[src/rtl/lmars_pkg.sv]
// ----------------------------------------------------------------------------
// lmars_pkg
// Types, widths and helpers shared by the linear move axis rate split.
// ----------------------------------------------------------------------------
package lmars_pkg;

   localparam int AXES    = 3;
   localparam int MAG_W   = 33;   // |to - from|
   localparam int SQ_W    = 66;   // square of one delta
   localparam int ROOT_W  = 34;   // path length bits resolved by the root
   localparam int REM_W   = 68;   // root remainder and trial width
   localparam int NUM_W   = 96;   // delta * tool * scale
   localparam int DEN_W   = 50;   // length << 16
   localparam int Q_W     = 33;   // quotient bits resolved by the divider
   localparam int LATENCY = 75;   // register levels from input to result

   typedef enum logic [2:0] {
      REG_TOOL_SPEED = 3'd0,
      REG_TOOL_ACCEL = 3'd1,
      REG_X_SCALE    = 3'd2,
      REG_Y_SCALE    = 3'd3,
      REG_Z_SCALE    = 3'd4,
      REG_X_LIMITS   = 3'd5,
      REG_Y_LIMITS   = 3'd6,
      REG_Z_LIMITS   = 3'd7
   } csr_index_type;

   typedef struct packed {
      logic [AXES-1:0]            neg;
      logic [AXES-1:0][MAG_W-1:0] mag;
   } side_type;

   typedef struct packed {
      logic [31:0] tool_speed;
      logic [31:0] tool_accel;
      logic [31:0] scale;
      logic [31:0] vel_lim;
      logic [31:0] acc_lim;
   } axis_cfg_type;

   typedef struct packed {
      logic flip;
      logic zero;
   } div_side_type;

   function automatic logic [31:0] lmars_clamp(input logic [Q_W-1:0] q,
                                               input logic ovf,
                                               input logic flip,
                                               input logic zero,
                                               input logic [31:0] lim);
      logic [31:0] mag;
      logic [31:0] res;
      if (ovf || q[Q_W-1] || (q[31:0] > lim)) mag = lim;
      else mag = q[31:0];
      if (zero || (mag == 32'd0)) res = 32'd0;
      else if (flip) res = (mag > 32'h8000_0000) ? 32'h8000_0000 : (~mag + 32'd1);
      else res = (mag > 32'h7FFF_FFFF) ? 32'h7FFF_FFFF : mag;
      return res;
   endfunction

endpackage

[src/rtl/lmars_front.sv]
// ----------------------------------------------------------------------------
// lmars_front
// One axis lane front end: signed delta, magnitude and its square.
// ----------------------------------------------------------------------------
module lmars_front (
   input  logic                           clock,
   input  logic                           adv,
   input  logic [31:0]                    from_pos,
   input  logic [31:0]                    to_pos,
   output logic                           neg,
   output logic [lmars_pkg::MAG_W-1:0]    mag,
   output logic [lmars_pkg::SQ_W-1:0]     sq
);
   import lmars_pkg::*;

   logic [MAG_W-1:0] diff;
   logic             neg1_in, neg1_ff, neg2_ff;
   logic [MAG_W-1:0] mag1_in, mag1_ff, mag2_ff;
   logic [63:0]      prod;
   logic [SQ_W-1:0]  sq_in, sq_ff;

   always_comb begin
      diff    = {to_pos[31], to_pos} - {from_pos[31], from_pos};
      neg1_in = diff[MAG_W-1];
      mag1_in = diff[MAG_W-1] ? (~diff + MAG_W'(1)) : diff;
      prod    = mag1_ff[31:0] * mag1_ff[31:0];
      // magnitude 2^32 has zero low bits
      sq_in   = mag1_ff[MAG_W-1] ? (SQ_W'(1) << 64) : SQ_W'(prod);
   end

   always_ff @(posedge clock) begin
      if (adv) begin
         neg1_ff <= neg1_in;
         mag1_ff <= mag1_in;
         neg2_ff <= neg1_ff;
         mag2_ff <= mag1_ff;
         sq_ff   <= sq_in;
      end
   end

   assign neg = neg2_ff;
   assign mag = mag2_ff;
   assign sq  = sq_ff;

endmodule

[config.mk]
export PLATFORM = sky130hd
export DESIGN_NAME = lmars_front
export DESIGN_NICKNAME = d
export VERILOG_FILES = /design/src/rtl/lmars_pkg.sv /design/src/rtl/lmars_front.sv
export SDC_FILE = /design/constraint.sdc
export NUM_CORES = 2
export LEC_CHECK = 0
export BUFFER_PORTS_ARGS = -buffer_cell sky130_fd_sc_hd__buf_2
export CAP_MARGIN = 20
export CORE_AREA = 2 2 306 308
export CTS_CLUSTER_SIZE = 28
export DETAILED_ROUTE_END_ITERATION = 8
export DIE_AREA = 0 0 308 310
export RECOVER_POWER = 25
export REMOVE_ABC_BUFFERS = 1
export SYNTH_ARGS = -nofsm -noshare
export SYNTH_HDL_FRONTEND = slang
export SYNTH_SLANG_ARGS = --single-unit
[constraint.sdc]
create_clock -name clock -period 9.5 [get_ports clock]
set_input_delay 1.425 -clock clock [delete_from_list [all_inputs] [get_ports clock]]
set_output_delay 1.425 -clock clock [all_outputs]
set_load 0.02 [all_outputs]
======== Yosys cells after proc, flatten, opt, wreduce, memory -nomap -nowiden ========
Index checks and enable logic that the tools add are counted.
operators by class
  bitwise operators ....................... 1
  $add $sub $neg .......................... 2
  multipliers ............................. 1
  mux-type cells .......................... 2
operator list
  cell                                                             number
  65-bit 2-to-1 mux                                                1
  32-bit by 32-bit multiplier with 64-bit output                   1
  33-bit by 1-bit adder with 33-bit output, second input constant  1
  33-bit inverter                                                  1
  32-bit by 32-bit subtractor with 33-bit output                   1
  32-bit 2-to-1 mux                                                1
word-level totals
  flip-flop bits (word level) ............. 134
  output and inout bits ................... 100
  input port bits ......................... 66
  word-level logic and storage cells ...... 13

======== Logic depth before layout (Yosys ltp) ========
  depth after elaboration ................. 4
  depth in mapped cells ................... 31
  mapped depth without buffers ............ 29

======== Worst setup path before layout ========
OpenSTA, ideal clock, no wires.
  path type ............................... reg-to-reg
  from .................................... reg mag1_ff[14]
  to ...................................... reg sq_ff[62] (netlist: sq[62]), data pin
  period minus slack after synthesis ...... 7.864 ns
  library setup time ...................... 0.272 ns
  required time ........................... 9.228 ns
  slack ................................... 1.636 ns
  data arrival time ....................... 7.592 ns
  buffers on the path ..................... 2
  stages on the path, launching flop included .. 29
  path through ............................ edfxtp_1 > clkbuf_1 > clkbuf_1 > nand2_1 > fa_1 > inv_1 > fa_1 > inv_1 > fa_1 > fa_1 > inv_1 > fa_1 > inv_1 > fa_1 > inv_1 > fa_1 > inv_1 > fa_1 > inv_1 > ha_1 > and4_1 > and4_1 > o211ai_1 > a31oi_1 > o21ba_2 > o21ai_1 > o31a_1 > and4b_1 > or4_1
on the way
  longest elaborated chain between the ends .. 1
RTL lines
  what                                            RTL line           source
  start, declared                                 lmars_front.sv:18  logic [MAG_W-1:0] mag1_in, mag1_ff, mag2_ff;
  start signal, assigned                          lmars_front.sv:34  mag1_ff <= mag1_in;
  32-bit by 32-bit multiplier with 64-bit output  lmars_front.sv:26  prod = mag1_ff[31:0] * mag1_ff[31:0];
  end signal, assigned                            lmars_front.sv:37  sq_ff <= sq_in;
  end, declared                                   lmars_front.sv:20  logic [SQ_W-1:0] sq_in, sq_ff;
No other way between the ends.
A chain may end at the register's enable or synchronous reset.

======== Final worst setup path ========
  from .................................... reg mag1_ff[20]
  to ...................................... reg sq_ff[62] (netlist: sq[62]), data pin
Same word-level chain as after synthesis.

==> flow_metrics.env <==
export IMPL_setup_tns_ns=0
export IMPL_async_reset_ff_share_pct=0
export IMPL_cp_top_family="adder cells"
export IMPL_crit_path_frequent_cell="fa_1"
export IMPL_worstSkewPairLatency_ns=0.54
export IMPL_coreArea_sq_um=92490
export IMPL_ys_top_cells_by_area="fa_1, ha_1, edfxtp_1, inv_1, and2_1"
export IMPL_ys_ff_latch=131
export IMPL_clkTransAtPathRegs_ns=0.08
export IMPL_endpoint_kind="register"
export IMPL_drive_gt1_share_pct=7.690
export IMPL_fin_crit_ns=8.961
export IMPL_synth_most_common_cell="inv_1"
export IMPL_viasPerCell=4.992
export IMPL_yosys_warnings=0
export IMPL_cts_sinks=131
export IMPL_fin_worst_skew_ns=0.03691
export IMPL_rsz0062_at_grt="no"
export IMPL_synth_edf_count=131
export IMPL_drtIter0Drc=1629
export IMPL_overflow=0
export IMPL_root_buffer="clkbuf_16"
export IMPL_relSlewSlack_pct=-202.1
export IMPL_violations="capacitance limit, slew limit"
export IMPL_wl_mm=99.90
export IMPL_fin_crit_sh_pct=94.33
export IMPL_path_max_fanout=16
export IMPL_post_cts_buffers=0
export IMPL_required_ns=9.78
export IMPL_io_buffers=163
export IMPL_wire_per_inst_um=19.35
export IMPL_tightest_slew_ns=4.531
export IMPL_grt_pass1_vias=27940
export IMPL_synth_seq_area_share_pct=10.72
export IMPL_via_count=25780
export IMPL_area_growth_pct=7.603
export IMPL_crit_chain="nand2_1 > inv_1 > fa_1 > inv_1 > fa_1 > fa_1 > fa_1 > inv_1 > fa_1 > inv_1 > fa_1 > fa_1 > fa_1 > inv_1 > ha_1 > and4_1 > nand4_1 > a31oi_1 > o21ba_2 > o21ai_1 > o31a_1 > and4b_1 > or4_1"
export IMPL_antenna_found_initial=2
export IMPL_drtAntennaViolNets=0
export IMPL_cp_arrival_ns=9.24
export IMPL_slew_viol_final=108
export IMPL_die_area_sq_um=95480
export IMPL_fmax_mhz=111.6
export IMPL_synthCells=3850
export IMPL_critical_path_buf_inv_count=5
export IMPL_cts_made_buffers=17
export IMPL_ctsResizeCount=0
export IMPL_hold_class="reg2reg"
export IMPL_synth_top_cell_by_area="fa_1"
export IMPL_grt_max_degree=73
export IMPL_ys_types=86
export IMPL_slowest_delay_ns=1.01
export IMPL_synth_area_sq_um=36700
export IMPL_yosys_top_cells_count="inv_1, fa_1, nand2_1, ha_1, and2_1"
export IMPL_crit_type="reg2reg"
export IMPL_ctsLongestPathBuffers=2
export IMPL_grt_pass1_wl_mm=160.8
export IMPL_synth_ff_type="edfxtp_1"
export IMPL_cp_slowest_cell="edfxtp_1"
export IMPL_htree_levels=4
export IMPL_die_x_um=308
export IMPL_grtUsageTotal_pct=22.18
export IMPL_cts_tree="built"
export IMPL_rows=112
export IMPL_maxCapViolCount=2
export IMPL_crit_path_start_kind="register"
export IMPL_drc=0
export IMPL_drtPass1Iterations=5
export IMPL_start_util_pct=39.68
export IMPL_holdBufCountCts=0
export IMPL_syn_area_per_cell_sq_um=9.533
export IMPL_synth_top_cell_area_share_pct=43.15
export IMPL_status="finished, violations left"
export IMPL_nets=5141
export IMPL_gp_congestion=0.9761
export IMPL_post_dp_hpwl_mm=83.22
export IMPL_hold_viol=0
export IMPL_die_y_um=310
export IMPL_num_io_pins=166
export IMPL_setup_viol=0
==> placed cells by master, fill, tap and decap left out, drive strengths merged, types with 9 or more instances in the layout <==
master	synthesis	final
o21bai	23	23
nor2	154	154
clkinv	1	9
nand3	22	22
or2	9	9
and3	19	19
nand2	333	333
inv	1041	1042
fa	791	791
o21a	11	11
xnor2	80	80
and2	224	224
ha	330	330
buf	18	217
edfxtp	131	131
xor2	59	59
clkbuf	125	28
a21o	65	65
a31oi	24	24
or3	12	12
nor3	27	27
a31o	16	16
nand4	18	18
nor2b	22	22
a21oi	96	96
o21ai	73	73
==> worst reg2reg max path, delay by kind of cell (launching register included) <==
kind                     cells  cell delay [ns]
adder cells (fa/ha/maj)      9             4.33
AO/OA/AOI/OAI                4             1.51
AND/OR/NAND/NOR              5             1.48
flip-flops                   1             1.01
buffers and inverters        5             0.38
==> stage by stage <==
step	utilization [%]	cell area, sq um	setup slack [ns]	std cells	hold WS [ns]
after floorplan	-	36130	1.568	3708	0.4003
after global placement	42.13	38960	0.7225	5132	0.4015
after detailed placement	42.13	38960	0.6648	5132	0.4196
after CTS	42.74	39530	0.6636	5163	0.4230
after global routing	42.70	39490	0.2792	5164	0.4354
final	42.70	39490	0.5389	5164	0.4236
==> cells by family (layout without fill, tap and decap cells) <==
logic type / after synthesis / after routing / synth area share, %
AND/OR/NAND/NOR: 880 / 880 / 11.88
other: 1 / 3 / 0.01022
XOR/XNOR: 139 / 139 / 3.338
multiplexers: 13 / 13 / 0.3784
adder cells (fa/ha/maj): 1121 / 1121 / 54.40
AO/OA/AOI/OAI: 380 / 380 / 7.067
flip-flops: 131 / 131 / 10.72
buffers and inverters: 1185 / 1300 / 12.21
==> worst paths after layout <==
path               start      to  cells past startpoint  slack, ns
max          mag1_ff[20]  sq[62]                     23       0.54
min              neg1_ff     neg                      0       0.42
max reg2reg  mag1_ff[20]  sq[62]                     23       0.54
min reg2reg      neg1_ff     neg                      0       0.42
==> flip-flops by register name, indices dropped and copies added (netlist names) <==
name / cells
mag: 33
mag1_ff: 33
neg: 1
neg1_ff: 1
sq: 63
==> area by class of cell <==
cell class | count | area [sq um]
flip-flops and latches | 131 | 3934
diodes | 1 | 2.502
inverters | 1042 | 3911
well taps | 1197 | 1498
fillers | 9141 | 53000
multi-input cells | 2535 | 28290
clock buffers | 18 | 429.2
repair buffers | 227 | 1286
clock inverters | 13 | 136.4
==> layer usage <==
metal / vias up / global-route usage [%] / wire length [um]
li1: 11850 / - / -
met1: 13100 / 30.20 / 44290
met2: 699 / 37.15 / 48050
met5: - / 0 / 45
met4: 6 / 5.309 / 2116
met3: 126 / 3.535 / 5394
Power is not shown: default switching activity piles up to over one toggle a cycle in this logic, so the estimate is an artifact.
